`config.mk`:
```
export PLATFORM = sky130hd
export DESIGN_NAME = button_set_blink_code_led
export DESIGN_NICKNAME = d
export VERILOG_FILES = /design/src/hw/rtl/bsbcl_pkg.sv /design/src/hw/rtl/button_set_blink_code_led.sv
export SDC_FILE = /design/constraint.sdc
export NUM_CORES = 1
export LEC_CHECK = 0
export BUFFER_PORTS_ARGS = -buffer_cell sky130_fd_sc_hd__buf_2
export CORE_ASPECT_RATIO = 0.8
export CORE_MARGIN = 5
export CORE_UTILIZATION = 55
export DETAILED_ROUTE_END_ITERATION = 8
export MAX_ROUTING_LAYER = met4
export PLACE_DENSITY = 0.76
export SYNTH_ARGS = -nofsm -noshare
export SYNTH_HDL_FRONTEND = slang
export SYNTH_SLANG_ARGS = --single-unit
export TNS_END_PERCENT = 50
```
`constraint.sdc`:
```
create_clock -name i_clk -period 5.4 [get_ports i_clk]
set_input_delay 0.27 -clock i_clk [delete_from_list [all_inputs] [get_ports i_clk]]
set_output_delay 0.27 -clock i_clk [all_outputs]
set_load 0.05 [all_outputs]
```
`src/hw/rtl/bsbcl_pkg.sv`:
```
// Package with shared types and constants for the button-set blink-code LED.
package bsbcl_pkg;

    localparam int unsigned IN_BYTES_W  = 8;
    localparam int unsigned OUT_BYTES_W = 8;
    localparam int unsigned CFG_IDX_W   = 3;
    localparam int unsigned CFG_DATA_W  = 16;

    localparam int unsigned DEB_W   = 10;
    localparam int unsigned LONG_W  = 16;
    localparam int unsigned PAUSE_W = 8;
    localparam int unsigned CNT_W   = 4;

    typedef enum logic [CFG_IDX_W-1:0] {
        CFG_DEBOUNCE_MS   = 3'd0,
        CFG_LONG_PRESS_MS = 3'd1,
        CFG_PAUSE_SECONDS = 3'd2,
        CFG_COUNT_MIN     = 3'd3,
        CFG_COUNT_MAX     = 3'd4
    } t_cfg_idx;

    localparam logic [DEB_W-1:0]   RST_DEBOUNCE_MS   = 10'd50;
    localparam logic [LONG_W-1:0]  RST_LONG_PRESS_MS = 16'd3000;
    localparam logic [PAUSE_W-1:0] RST_PAUSE_SECONDS = 8'd5;
    localparam logic [CNT_W-1:0]   RST_COUNT_MIN     = 4'd4;
    localparam logic [CNT_W-1:0]   RST_COUNT_MAX     = 4'd7;
    localparam logic [CNT_W-1:0]   RST_COUNT         = 4'd4;

    localparam logic [CNT_W-1:0]   FLASHES_SAT = 4'hF;
    localparam logic [PAUSE_W-1:0] PAUSE_SAT   = 8'hFF;

endpackage

```
`src/hw/rtl/button_set_blink_code_led.sv`:
```
// Top level of the button-set blink-code LED: press timing, count update and flash sequencer.
//
//  Channel      | Direction | Beat contents (lowest bit first)
//  -------------+-----------+-------------------------------------------------
//  s_axis       | in        | tdata: button_down, second_tick, zero fill
//  m_axis       | out       | tdata: led_on, flash_count[3:0], store_request,
//               |           |        zero fill
//  cfg          | in        | i_cfg_we, i_cfg_idx, i_cfg_wdata, no read-back
//
// One beat is accepted in every cycle while the output side keeps up. An accepted beat
// sits in the input register and its result is loaded into the result register once that
// is free; the state update is a single pass of logic between the two registers.
// The reset is synchronous and active low; it clears both valids and all running state.
// When the result is not taken the output register holds, the input register fills,
// and only then is s_axis_tready dropped.
module button_set_blink_code_led #(
    parameter int unsigned PRESS_TIMER_BITS = 16
) (
    input  logic                                i_clk,
    input  logic                                i_rst_n,
    input  logic                                s_axis_tvalid,
    output logic                                s_axis_tready,
    // bit 0 button_down, bit 1 second_tick, bits 7:2 zero
    input  logic [bsbcl_pkg::IN_BYTES_W-1:0]    s_axis_tdata,
    output logic                                m_axis_tvalid,
    input  logic                                m_axis_tready,
    // bit 0 led_on, bits 4:1 flash_count, bit 5 store_request, bits 7:6 zero
    output logic [bsbcl_pkg::OUT_BYTES_W-1:0]   m_axis_tdata,
    input  logic                                i_cfg_we,
    input  logic [bsbcl_pkg::CFG_IDX_W-1:0]     i_cfg_idx,
    input  logic [bsbcl_pkg::CFG_DATA_W-1:0]    i_cfg_wdata
);
    import bsbcl_pkg::*;

    // Width used to compare the press timer against the millisecond limits.
    localparam int unsigned CMP_W = (PRESS_TIMER_BITS > LONG_W) ? PRESS_TIMER_BITS : LONG_W;
    localparam logic [PRESS_TIMER_BITS-1:0] TIMER_MAX = {PRESS_TIMER_BITS{1'b1}};

    // Configuration registers.
    logic [DEB_W-1:0]   r_debounce_ms;
    logic [LONG_W-1:0]  r_long_press_ms;
    logic [PAUSE_W-1:0] r_pause_seconds;
    logic [CNT_W-1:0]   r_count_min;
    logic [CNT_W-1:0]   r_count_max;

    // Pipeline registers.
    logic       r_in_valid;
    logic       r_in_down;
    logic       r_in_tick;
    logic       r_out_valid;
    logic       r_out_led;
    logic [CNT_W-1:0] r_out_count;
    logic       r_out_store;

    // Running state.
    logic                        r_press_active, n_press_active;
    logic [PRESS_TIMER_BITS-1:0] r_press_timer,  n_press_timer;
    logic                        r_long_done,    n_long_done;
    logic [CNT_W-1:0]            r_count,        n_count;
    logic [CNT_W-1:0]            r_flashes_done, n_flashes_done;
    logic                        r_pausing,      n_pausing;
    logic [PAUSE_W-1:0]          r_pause_elapsed, n_pause_elapsed;
    logic                        r_led_phase,    n_led_phase;
    logic                        n_store;

    logic out_free;
    logic proc_fire;
    logic in_accept;

    logic [PRESS_TIMER_BITS-1:0] timer_inc;
    logic [CMP_W-1:0]            timer_cmp;
    logic [CMP_W-1:0]            long_cmp;
    logic [CMP_W-1:0]            deb_cmp;
    logic [CNT_W:0]              count_next;
    logic [PAUSE_W-1:0]          pause_inc;
    logic [CNT_W-1:0]            flashes_inc;

    // The result register frees up when it is empty or being drained; the
    // input register can take a beat when it is empty or moving on.
    assign out_free      = !r_out_valid || m_axis_tready;
    assign proc_fire     = r_in_valid && out_free;
    assign s_axis_tready = !r_in_valid || out_free;
    assign in_accept     = s_axis_tvalid && s_axis_tready;

    assign m_axis_tvalid = r_out_valid;
    assign m_axis_tdata  = {2'b00, r_out_store, r_out_count, r_out_led};

    // Register writes: an index outside the list is simply ignored.
    always_ff @(posedge i_clk) begin
        if (!i_rst_n) begin
            r_debounce_ms   <= RST_DEBOUNCE_MS;
            r_long_press_ms <= RST_LONG_PRESS_MS;
            r_pause_seconds <= RST_PAUSE_SECONDS;
            r_count_min     <= RST_COUNT_MIN;
            r_count_max     <= RST_COUNT_MAX;
        end else if (i_cfg_we) begin
            case (i_cfg_idx)
                CFG_DEBOUNCE_MS:   r_debounce_ms   <= i_cfg_wdata[DEB_W-1:0];
                CFG_LONG_PRESS_MS: r_long_press_ms <= i_cfg_wdata[LONG_W-1:0];
                CFG_PAUSE_SECONDS: r_pause_seconds <= i_cfg_wdata[PAUSE_W-1:0];
                CFG_COUNT_MIN:     r_count_min     <= i_cfg_wdata[CNT_W-1:0];
                CFG_COUNT_MAX:     r_count_max     <= i_cfg_wdata[CNT_W-1:0];
                default: ;
            endcase
        end
    end

    // Input register.
    always_ff @(posedge i_clk) begin
        if (!i_rst_n) begin
            r_in_valid <= 1'b0;
        end else if (s_axis_tready) begin
            r_in_valid <= s_axis_tvalid;
        end
    end

    always_ff @(posedge i_clk) begin
        if (in_accept) begin
            r_in_down <= s_axis_tdata[0];
            r_in_tick <= s_axis_tdata[1];
        end
    end

    // Button handling first, then the second tick, both in one pass.
    always_comb begin
        n_press_active  = r_press_active;
        n_press_timer   = r_press_timer;
        n_long_done     = r_long_done;
        n_count         = r_count;
        n_flashes_done  = r_flashes_done;
        n_pausing       = r_pausing;
        n_pause_elapsed = r_pause_elapsed;
        n_led_phase     = r_led_phase;
        n_store         = 1'b0;

        // The press timer saturates rather than wrapping.
        timer_inc = (r_press_active && (r_press_timer != TIMER_MAX)) ?
                    r_press_timer + 1'b1 : r_press_timer;
        timer_cmp = CMP_W'(timer_inc);
        long_cmp  = CMP_W'(r_long_press_ms);
        deb_cmp   = CMP_W'(r_debounce_ms);
        n_press_timer = timer_inc;

        count_next = {1'b0, r_count} + 1'b1;

        if (r_in_down) begin
            if (!r_press_active) begin
                n_press_active = 1'b1;
                n_press_timer  = '0;
                n_long_done    = 1'b0;
            end else if (!r_long_done && (timer_cmp >= long_cmp)) begin
                // Long hold: fall back to the minimum count once per press.
                n_count     = r_count_min;
                n_long_done = 1'b1;
                n_store     = 1'b1;
            end
        end else if (r_press_active) begin
            if ((timer_cmp > deb_cmp) && (timer_cmp < long_cmp) && !r_long_done) begin
                n_count = (count_next > {1'b0, r_count_max}) ?
                          r_count_min : count_next[CNT_W-1:0];
                n_store = 1'b1;
            end
            n_press_active = 1'b0;
        end

        pause_inc   = (r_pause_elapsed != PAUSE_SAT) ? r_pause_elapsed + 1'b1 : r_pause_elapsed;
        flashes_inc = (r_flashes_done != FLASHES_SAT) ? r_flashes_done + 1'b1 : r_flashes_done;

        if (r_in_tick) begin
            if (r_pausing) begin
                if (pause_inc >= r_pause_seconds) begin
                    n_pausing       = 1'b0;
                    n_pause_elapsed = '0;
                    n_flashes_done  = '0;
                    n_led_phase     = 1'b0;
                end else begin
                    n_pause_elapsed = pause_inc;
                end
            end else if (!r_led_phase) begin
                n_led_phase = 1'b1;
            end else begin
                // End of a lit tick; the burst ends against the updated count.
                n_led_phase    = 1'b0;
                n_flashes_done = flashes_inc;
                if (flashes_inc >= n_count) begin
                    n_pausing       = 1'b1;
                    n_pause_elapsed = '0;
                end
            end
        end
    end

    always_ff @(posedge i_clk) begin
        if (!i_rst_n) begin
            r_press_active  <= 1'b0;
            r_press_timer   <= '0;
            r_long_done     <= 1'b0;
            r_count         <= RST_COUNT;
            r_flashes_done  <= '0;
            r_pausing       <= 1'b0;
            r_pause_elapsed <= '0;
            r_led_phase     <= 1'b0;
        end else if (proc_fire) begin
            r_press_active  <= n_press_active;
            r_press_timer   <= n_press_timer;
            r_long_done     <= n_long_done;
            r_count         <= n_count;
            r_flashes_done  <= n_flashes_done;
            r_pausing       <= n_pausing;
            r_pause_elapsed <= n_pause_elapsed;
            r_led_phase     <= n_led_phase;
        end
    end

    // Result register.
    always_ff @(posedge i_clk) begin
        if (!i_rst_n) begin
            r_out_valid <= 1'b0;
        end else if (out_free) begin
            r_out_valid <= r_in_valid;
        end
    end

    always_ff @(posedge i_clk) begin
        if (proc_fire) begin
            r_out_led   <= n_led_phase;
            r_out_count <= n_count;
            r_out_store <= n_store;
        end
    end

`ifndef SYNTHESIS
    // The LED is always dark while the pause runs.
    a_dark_in_pause: assert property (@(posedge i_clk) disable iff (!i_rst_n)
        r_pausing |-> !r_led_phase)
        else $error("LED lit during pause");

    // A beat held in the input register waits unchanged for the result slot.
    a_in_hold: assert property (@(posedge i_clk) disable iff (!i_rst_n)
        (r_in_valid && !out_free) |=> (r_in_valid && $stable(r_in_down) && $stable(r_in_tick)))
        else $error("input register lost a stalled beat");

    // A processed beat always leaves a result behind, carrying the new count.
    a_result_follows: assert property (@(posedge i_clk) disable iff (!i_rst_n)
        proc_fire |=> (r_out_valid && (r_out_count == r_count)))
        else $error("result does not follow processed beat");
`endif

endmodule

```
=== Yosys cells after proc, flatten, opt, wreduce, memory -nomap -nowiden ===
Cells that the tools add are included.

* Add/subtract/negate cells: 4
* Multipliers: 0
* Div/mod/pow operators: 0
* $lt $le $gt $ge: 6
* Equal/unequal tests: 9
* Shift-type cells: 0
* Muxes and demuxes: 34
* Bitwise logic cells: 0
* Reduce and logical (&&, ||, !) cells: 23

{| class="wikitable"
|+ Operator list
! kind !! count
|-
| $mux W16 || 3
|-
| $mux W4 || 10
|-
| $mux W8 || 5
|-
| $add A16 B1 Y16 const B || 1
|-
| $ge A16 B16 Y1 || 1
|-
| $gt A16 B10 Y1 || 1
|-
| $lt A16 B16 Y1 || 1
|-
| $mux W1 || 16
|-
| $ne A16 B16 Y1 const B || 1
|-
| $reduce_and A2 Y1 || 6
|-
| $add A8 B1 Y8 const B || 1
|-
| $ge A8 B8 Y1 || 1
|-
| $ne A8 B8 Y1 const B || 1
|-
| $reduce_and A4 Y1 || 2
|-
| $eq A3 B2 Y1 const B || 2
|-
| $logic_and A1 B1 Y1 || 6
|-
| $add A4 B1 Y5 const B || 1
|-
| $gt A5 B4 Y1 || 1
|-
| $add A4 B1 Y4 const B || 1
|-
| $ge A4 B4 Y1 || 1
|-
| $ne A2 B1 Y1 const B || 2
|-
| $ne A4 B4 Y1 const B || 1
|-
| $reduce_bool A2 Y1 || 2
|-
| $eq A3 B1 Y1 const B || 1
|-
| 5 further kinds || 8
|}

* Register bits: 88
* Latch bits: 0
* Memory bits (writable): 0
* Memory bits (read-only): 0
* Input port bits: 32
* Output and inout port bits: 10
* Word-level logic and storage cells: 96
* Memories kept: 0

=== Logic depth before layout (Yosys ltp) ===
Gate-level depths: netlist of the first run.

* Depth after elaboration: 13
* Mapped depth: 27
* Mapped depth without buffers: 26

=== Worst setup path after synthesis of the first run ===
No wires, ideal clock.

* Path kind: reg-to-reg
* Start point: register r_press_timer[0]
* End point: register r_pause_elapsed[3]
* Data arrival time: 5,841 ps
* Required time: 5,341 ps
* Path slack: -500 ps
* Stages on the path, launching flop included: 26
* Buffers on the path: 1
* Clock period less this slack: 5,900 ps
* Path through: dfxtp_1 -> ha_1 -> nand3_1 -> nor4_1 -> nor3_1 -> and3_2 -> xor2_1 -> ha_1 -> nand4_1 -> or4_1 -> a2111o_1 -> o211ai_1 -> a21oi_1 -> o311ai_4 -> mux2_2 -> o221a_2 -> ha_1 -> nand2b_1 -> a21o_1 -> a21o_1 -> a21oi_1 -> nor2b_1 -> o21ai_0 -> and2_1 -> clkbuf_1 -> a221o_1

* Longest elaborated chain between the ends: 12

{| class="wikitable"
|+ RTL lines
! element !! line !! text
|-
| start: declaration || button_set_blink_code_led.sv:57 || <nowiki>logic [PRESS_TIMER_BITS-1:0] r_press_timer, n_press_timer;</nowiki>
|-
| start signal: assignment || button_set_blink_code_led.sv:205 || <nowiki>r_press_timer <= n_press_timer;</nowiki>
|-
| branches (longest 2 deep; another with $add A16 B1 Y16) || n/a ||
|-
| $mux W16 * || button_set_blink_code_led.sv:137 || <nowiki>timer_inc = (r_press_active && (r_press_timer != TIMER_MAX)) ?</nowiki>
|-
| $gt A16 B10 Y1 or $lt A16 B16 Y1 (tied branches) || button_set_blink_code_led.sv:158 || <nowiki>if ((timer_cmp > deb_cmp) && (timer_cmp < long_cmp) && !r_long_done) begin</nowiki>
|-
| $logic_and A1 B1 Y1 (2 in series) || button_set_blink_code_led.sv:158 ||
|-
| $mux W4 || button_set_blink_code_led.sv:158 ||
|-
| $mux W4 || button_set_blink_code_led.sv:157 || <nowiki>end else if (r_press_active) begin</nowiki>
|-
| $mux W4 * || button_set_blink_code_led.sv:146 || <nowiki>if (r_in_down) begin</nowiki>
|-
| via n_count[0] || button_set_blink_code_led.sv:59 || <nowiki>logic [CNT_W-1:0] r_count, n_count;</nowiki>
|-
| $ge A4 B4 Y1 * || button_set_blink_code_led.sv:185 || <nowiki>if (flashes_inc >= n_count) begin</nowiki>
|-
| $reduce_bool A2 Y1 (no line) * || n/a ||
|-
| $reduce_and A4 Y1 (no line) * || n/a ||
|-
| end signal: assignment || button_set_blink_code_led.sv:210 || <nowiki>r_pause_elapsed <= n_pause_elapsed;</nowiki>
|-
| end: declaration || button_set_blink_code_led.sv:62 || <nowiki>logic [PAUSE_W-1:0] r_pause_elapsed, n_pause_elapsed;</nowiki>
|}

Mark *: on every way through the listed nets, which the timed path passes.
A chain may end at the register's enable or synchronous reset.

=== Worst setup path in the final report of the first run ===
* Start point: register r_press_timer[1]
* End point: register r_pause_elapsed[3]

The elaborated chain is that of the path after synthesis.

==> key figures, run 1 <==
Run status
  • Run status: completed

Drt
  • Post-DR vias/cell: 5.69
  • Drt drc: 0
  • Routed WL per cell: 15.8 um
  • DR pass1 iterations: 5
  • Vias: 4960
  • Final wirelength: 13.8 mm
  • Remaining antenna violation count: 0
  • Iter 0 DRT Violations: 342

Logic synthesis
  • Syn Area/Cell: 8.42 sq um
  • Gate Count Post-Synth: 656
  • FFs w/ async S/R, synth: 0
  • Post-synth cell types: 65
  • EDFF count, synth: 8
  • Cell area after synthesis: 0.00553 sq mm
  • Seq/Total Area, Yosys: 0.333
  • Synth Flop Type: dfxtp_1
  • Ys Warns: 0
  • Yosys reg bits: 88

CTS
  • Worst-skew pair later-pin latency: 0.34 ns
  • H-tree levels: 3
  • CTS tree: built
  • Clock sinks: 88
  • CTS Buf Count: 9
  • Max Root-Sink Buffers: 2
  • Clock Root Buffer: clkbuf_16
  • Worst-path clk slew: 0.07 ns

Floorplanning
  • Initial Util: 0.568
  • Boundary Pins: 42
  • Site Rows: 32
  • Die height: 99.7 um
  • Die Area: 0.0122 sq mm
  • Core ar.: 0.00973 sq mm
  • Die width: 122 um

Worst hold path
  • Hold Crit Class: in -> reg

GRT
  • GR peak layer: met2
  • Pin count of the biggest net entering global routing: 79
  • Routing usage on met1: 0.321
  • Gr ovfl total: 0
  • Grt met3 use: 0.0512
  • Antenna violations before repair: 0
  • GRT Overall Usage: 0.232
  • Vias in the first global route: 4718
  • First-pass GRT wire length: 22.3 mm
  • Met2 Resource Use GR: 0.344

Worst setup path
  • Crit path buffers/inverters: 2
  • Startpoint types: flip-flop
  • Slowest cell on the critical path: or4_1
  • CP top delay family: compound AO/OA/AOI/OAI gates
  • Critical path required time: 5.64 ns
  • Worst Path Arrival: 5.49 ns
  • CP peak stage delay: 0.46 ns
  • Critical path class: reg -> reg
  • Crit end category: flip-flop
  • Worst Path Max Fanout: 8

Final layout
  • Final net count: 807
  • Most frequent cells in the layout: nand2_1 (100), dfxtp_1 (64), buf_4 (61)
  • Layout cells sized above 1: 0.258
  • Util after Layout: 0.688
  • Most common cell after layout, fill and taps aside: nand2_1
  • Post-route cell area: 0.00670 sq mm
  • Synth-to-Final Area Change: 21.2%
  • Diodes inserted: 0

Pwr
  • Total power: 1.42 mW
  • Peak supply drop: 0.163 mV
  • Power per cell area: 212 mW/mm^2
  • Static Leak: 2.82 nW

STA
  • Min cycle time layout: 5.25 ns
  • Max Slew Vio Count: 0
  • Worst slew margin: 0.216
  • Final setup fails: 0
  • Final Cycle Share: 0.972
  • Clock skew: 0.00839 ns
  • Max Clk Rate: 0.190 GHz
  • Setup repair after global routing missed its margin: yes
  • Final Hold Violating Endpoints: 0
  • Worst slew pin tran: 1.18 ns

Job
  • Max_cap viols: 0

Placement
  • GP Congestion: 0.945
  • Detailed Place HPWL: 9.79 mm
  • Port bufs: 33
  • Placed inst area: 0.00604 sq mm
-- worst reg2reg max path, stage by stage (launching register included) --
cell and delay (ns):
dfxtp_4 0.37, buf_6 0.11, nand4_1 0.15, nor3_2 0.27
and3_4 0.23, buf_6 0.11, nand3_4 0.09, xnor2_4 0.16
ha_4 0.28, nand2_2 0.04, or4_1 0.46, a2111o_1 0.39
o211ai_1 0.11, a21oi_2 0.09, o311ai_4 0.30, mux2_4 0.34
o221a_4 0.26, ha_4 0.26, nand2b_4 0.10, a21o_1 0.13
a21o_1 0.12, a21oi_2 0.05, nor2b_1 0.13, o21ai_2 0.08
and2_4 0.21, a221o_1 0.31
-- power by group --
part           total, mW  switching (mW)  internal [mW]
registers          0.685          0.0124          0.673
logic              0.135          0.0814         0.0537
clock network      0.600           0.271          0.329
-- routing by layer --
| layer | routed length, um | up-vias | part of all wire |
|---|---|---|---|
| met5 | 0 | - | 0 |
| met4 | 203 | 0 | 0.015 |
| met3 | 911 | 25 | 0.066 |
| met2 | 6090 | 143 | 0.44 |
| met1 | 6620 | 2335 | 0.48 |
| li1 | - | 2457 | - |
-- flip-flops by register name, indices dropped and copies added, names as in the netlist --
signal,cells
long_cmp,16
r_press_timer,16
r_debounce_ms,10
r_pause_elapsed,8
r_pause_seconds,8
r_count,4
r_count_max,4
r_count_min,4
r_flashes_done,4
r_out_count,4
m_axis_tvalid,1
r_in_down,1
r_in_tick,1
r_in_valid,1
r_led_phase,1
r_long_done,1
r_out_led,1
r_out_store,1
r_pausing,1
r_press_active,1
-- synth_stat cells (all sizes together) (2+ instances only) --
cell | number | area share
and3 | 7 | 0.0086
nand3 | 25 | 0.023
xor2 | 6 | 0.0095
o221a | 2 | 0.0041
a21oi | 20 | 0.019
a22o | 7 | 0.011
buf | 7 | 0.010
nand4 | 17 | 0.020
o21ai | 22 | 0.021
nand2b | 8 | 0.0091
mux2i | 12 | 0.022
clkbuf | 27 | 0.024
o221ai | 3 | 0.0048
or3 | 2 | 0.0034
inv | 44 | 0.030
a31oi | 4 | 0.0045
and2 | 7 | 0.0079
o211a | 2 | 0.0036
nand2 | 102 | 0.069
o31ai | 2 | 0.0027
o22ai | 2 | 0.0023
ha | 44 | 0.10
nor2b | 25 | 0.028
bufbuf | 2 | 0.012
mux2 | 11 | 0.023
o21a | 6 | 0.0082
dfxtp | 80 | 0.29
nor3b | 2 | 0.0027
a22oi | 10 | 0.014
nor4 | 4 | 0.0045
nor2 | 36 | 0.026
a21boi | 25 | 0.034
a21o | 12 | 0.016
or4 | 2 | 0.0034
or2 | 5 | 0.0057
a211oi | 3 | 0.0041
o211ai | 17 | 0.023
nor3 | 10 | 0.0091
edfxtp | 8 | 0.043
xnor2 | 13 | 0.021
-- final timing paths --
check / cells after the start / end / slack, ns / start
setup / recovery: 25 / r_pause_elapsed[3]$_SDFFE_PN0P_ / 0.15 / r_press_timer[1]$_SDFFE_PN0P_
hold reg to reg: 2 / long_cmp[13]$_SDFFE_PN0P_ / 0.47 / long_cmp[13]$_SDFFE_PN0P_
hold / removal: 1 / r_in_tick$_DFFE_PP_ / 0.10 / s_axis_tdata[1]
setup reg to reg: 25 / r_pause_elapsed[3]$_SDFFE_PN0P_ / 0.15 / r_press_timer[1]$_SDFFE_PN0P_
-- stage by stage --
step	setup TNS, ns	instances	hold slack (ns)	setup slack [ns]
CTS	0	862	0.0939	0.00194
detailed placement	-2.01	842	0.448	-0.252
global route	-0.113	872	0.0920	-0.0778
floorplan	-0.00707	657	0.369	-0.00707
finish	0	872	0.101	0.149
global placement	-0.936	842	0.449	-0.126
-- cells by family (layout without fill, tap and decap cells) --
kind of cell	Yosys count	after routing	synth area share
fa+ha+maj	44	44	0.0996
compound gates	148	148	0.193
other cells	1	2	0.000679
xor+xnor	19	19	0.0301
mux	23	23	0.0448
buf+inv	80	159	0.0759
simple gates	253	253	0.222
flops	88	88	0.333
-- cell type report --
type	count	area, sq um
inverter	44	165
tap	136	170
fill	762	3030
timing repair buffer	99	679
clock buffer	11	243
clock inverter	5	38.8
sequential	88	1860
multi-input combinational	489	3530
-- repair_timing --
item                       4_1_cts  5_1_grt
hold buffers                     0        0
resized for setup               15       42
setup buffers                    4       11
pin swaps                       12       27
setup endpoints to repair        9        9
No activity file was read; power rests on OpenSTA's default activity.
==> run 2, diff against run 1 <==
--- a/config.mk
+++ b/config.mk
@@ -6,9 +6,11 @@
 export NUM_CORES = 1
 export LEC_CHECK = 0
 export BUFFER_PORTS_ARGS = -buffer_cell sky130_fd_sc_hd__buf_2
+export CELL_PAD_IN_SITES_DETAIL_PLACEMENT = 1
+export CELL_PAD_IN_SITES_GLOBAL_PLACEMENT = 2
 export CORE_ASPECT_RATIO = 0.8
 export CORE_MARGIN = 5
-export CORE_UTILIZATION = 55
+export CORE_UTILIZATION = 34
 export DETAILED_ROUTE_END_ITERATION = 8
 export MAX_ROUTING_LAYER = met4
 export PLACE_DENSITY = 0.76
==> run 2 against run 1 <==
Effect of this change:
- via count grew 1.3%
- final cell count up 10%
- clock power grew 17%
- sequential cell count did not move
- sequential power about the same
- register-to-register slack gained 0.02 ns
- clock skew about the same
- critical path type unchanged
- critical endpoint is now r_pause_elapsed[7]$_SDFFE_PN0P_
- largest cell class unchanged
- highest routed layer unchanged
==> key figures, run 2 (synthesis gave the netlist of run 1 again) <==
Worst setup path
  • Critical path class: reg -> reg
  • CP peak stage delay: 0.50 ns
  • Worst Path Arrival: 5.53 ns
  • Startpoint types: flip-flop
  • Worst Path Max Fanout: 8
  • Critical path required time: 5.70 ns
  • Crit end category: flip-flop
  • Slowest cell on the critical path: or4_1

Final layout
  • Synth-to-Final Area Change: 24.5%
  • Fill count: 1856
  • Cell Count, Final, Fillers Out: 961
  • Most common cell after layout, fill and taps aside: nand2_1
  • Layout cells sized above 1: 0.260
  • Final net count: 817
  • Area of the multi-input gates: 0.00350 sq mm
  • Reg area: 0.00186 sq mm
  • Most frequent cells in the layout: nand2_1 (102), buf_4 (71), dfxtp_1 (68)
  • Diodes inserted: 0

Pwr
  • Total power: 1.53 mW
  • Sw Share: 0.250
  • Reg power frac: 0.449
  • Static Leak: 2.88 nW
  • NetSw: 382 uW
  • Clock share of power: 0.459
  • Power per cell area: 222 mW/mm^2
  • Comb pwr share: 0.093
  • Cell Int Power: 1.15 mW
  • Peak supply drop: 0.139 mV

Floorplanning
  • Core ar.: 0.0159 sq mm
  • Die height: 124 um
  • Initial Util: 0.349
  • Boundary Pins: 42
  • Site Rows: 41
  • Die Area: 0.0189 sq mm
  • Die width: 153 um

Drt
  • Final wirelength: 16.4 mm
  • Drt drc: 0
  • Vias: 5024
  • DRT met1 WL: 8.20 mm
  • Routed WL per cell: 17.0 um
  • Remaining antenna violation count: 0
  • Highest metal used: met4
  • WL met2: 7.42 mm
  • Met3 wire len: 527 um
  • DR pass1 iterations: 4
  • Post-DR vias/cell: 5.23
  • Iter 0 DRT Violations: 226

Placement
  • Port bufs: 33
  • Detailed Place HPWL: 11.9 mm
  • GP Congestion: 0.934
  • Pre-CTS setup slack: -0.266 ns
  • Cells after DPL: 931

STA
  • Final hold slack: 0.0988 ns
  • Min cycle time layout: 5.23 ns
  • Clock skew: 0.00816 ns
  • Worst slew pin tran: 1.10 ns
  • Worst slew margin: 0.267
  • Final Cycle Share: 0.968
  • Max Clk Rate: 0.191 GHz
  • Max Slew Vio Count: 0
  • Fin worst setup slack: 0.171 ns
  • Final setup fails: 0
  • Fin Setup TNS: 0 ns
  • Final Hold Violating Endpoints: 0

Worst hold path
  • Hold Crit Class: in -> reg

GRT
  • Vias in the first global route: 4953
  • Pin count of the biggest net entering global routing: 79
  • Gr ovfl total: 0
  • Antenna violations before repair: 0
  • GRT Overall Usage: 0.177
  • First-pass GRT wire length: 26.2 mm

CTS
  • Clock Root Buffer: clkbuf_16
  • H-tree levels: 3
  • CTS tree: built
  • Max Root-Sink Buffers: 2
  • Worst-skew pair later-pin latency: 0.35 ns
  • Worst-path clk slew: 0.07 ns
  • Clock sinks: 88
  • CTS Buf Count: 9

Run status
  • Run status: completed

Job
  • Max_cap viols: 0
==> run 2: changes by cell type in the layout (fill, tap and decap cells not counted), moves of 2 or more <==
| cell | previous run | this run |
|---|---|---|
| nor2_4 | 3 | 1 |
| nand2_1 | 100 | 102 |
| xnor2_2 | 1 | 3 |
| o21ai_0 | 20 | 18 |
| nand2_2 | 2 | 0 |
| dfxtp_2 | 15 | 11 |
| xnor2_4 | 2 | 0 |
| o21ai_1 | 0 | 3 |
| buf_4 | 61 | 71 |
| dfxtp_1 | 64 | 68 |
==> run 2: path summary, 6_finish.rpt <==
path	startpoint	to	slack [ns]	depth (start not counted)
worst min-delay path	s_axis_tdata[0]	r_in_down$_DFFE_PP_	0.1	1
worst max-delay path	r_press_timer[1]$_SDFFE_PN0P_	r_pause_elapsed[7]$_SDFFE_PN0P_	0.17	26
worst min register to register	long_cmp[0]$_SDFFE_PN0P_	long_cmp[0]$_SDFFE_PN0P_	0.47	2
worst max register to register	r_press_timer[1]$_SDFFE_PN0P_	r_pause_elapsed[7]$_SDFFE_PN0P_	0.17	26
==> run 2: area by class of cell <==
class                           count  share of cell area
Inverter                           44              0.0240
Multi-Input combinational cell    489               0.509
Sequential cell                    88               0.270
Timing Repair Buffer              109               0.110
Clock buffer                       12              0.0404
Tap cell                          215              0.0391
Clock inverter                      4             0.00800
==> run 2: routing by layer <==
metal  up-vias  global-route usage
met1      2464               0.238
met5         -                   -
met3        18              0.0354
met4         0              0.0434
met2        70               0.277
li1       2472                   -
==> run 2: timing repair <==
item,4_1_cts,5_1_grt
gates resized for setup,18,30
buffers inserted,3,12
endpoints found under the setup margin,9,9
pin swaps,14,13
hold buffers,0,0
==> run 2: worst max-delay path: cells and delay by family, from the launching register on <==
family	cells	cell delay [ns]
AO/OA/AOI/OAI	10	1.92
AND/OR/NAND/NOR	10	1.60
adder cells (fa/ha/maj)	3	0.68
flip-flops	1	0.36
multiplexers	1	0.34
XOR/XNOR	1	0.15
buffers and inverters	1	0.10
==> run 2: per-stage QoR <==
stage	cell area [sq um]	util
after global routing	6880	0.434
after CTS	6650	0.419
final	6880	0.434
after detailed placement	6210	0.392
after floorplan	5570	-
after global placement	6210	0.392
==> run 2: power groups by stage <==
stage / registers (mW) / logic [mW] / clock network, mW
floorplan: 0.701 / 0.0863 / 0
global placement: 0.700 / 0.129 / 0
detailed placement: 0.700 / 0.134 / 0
CTS: 0.686 / 0.139 / 0.724
global route: 0.687 / 0.156 / 0.748
finish: 0.685 / 0.141 / 0.701
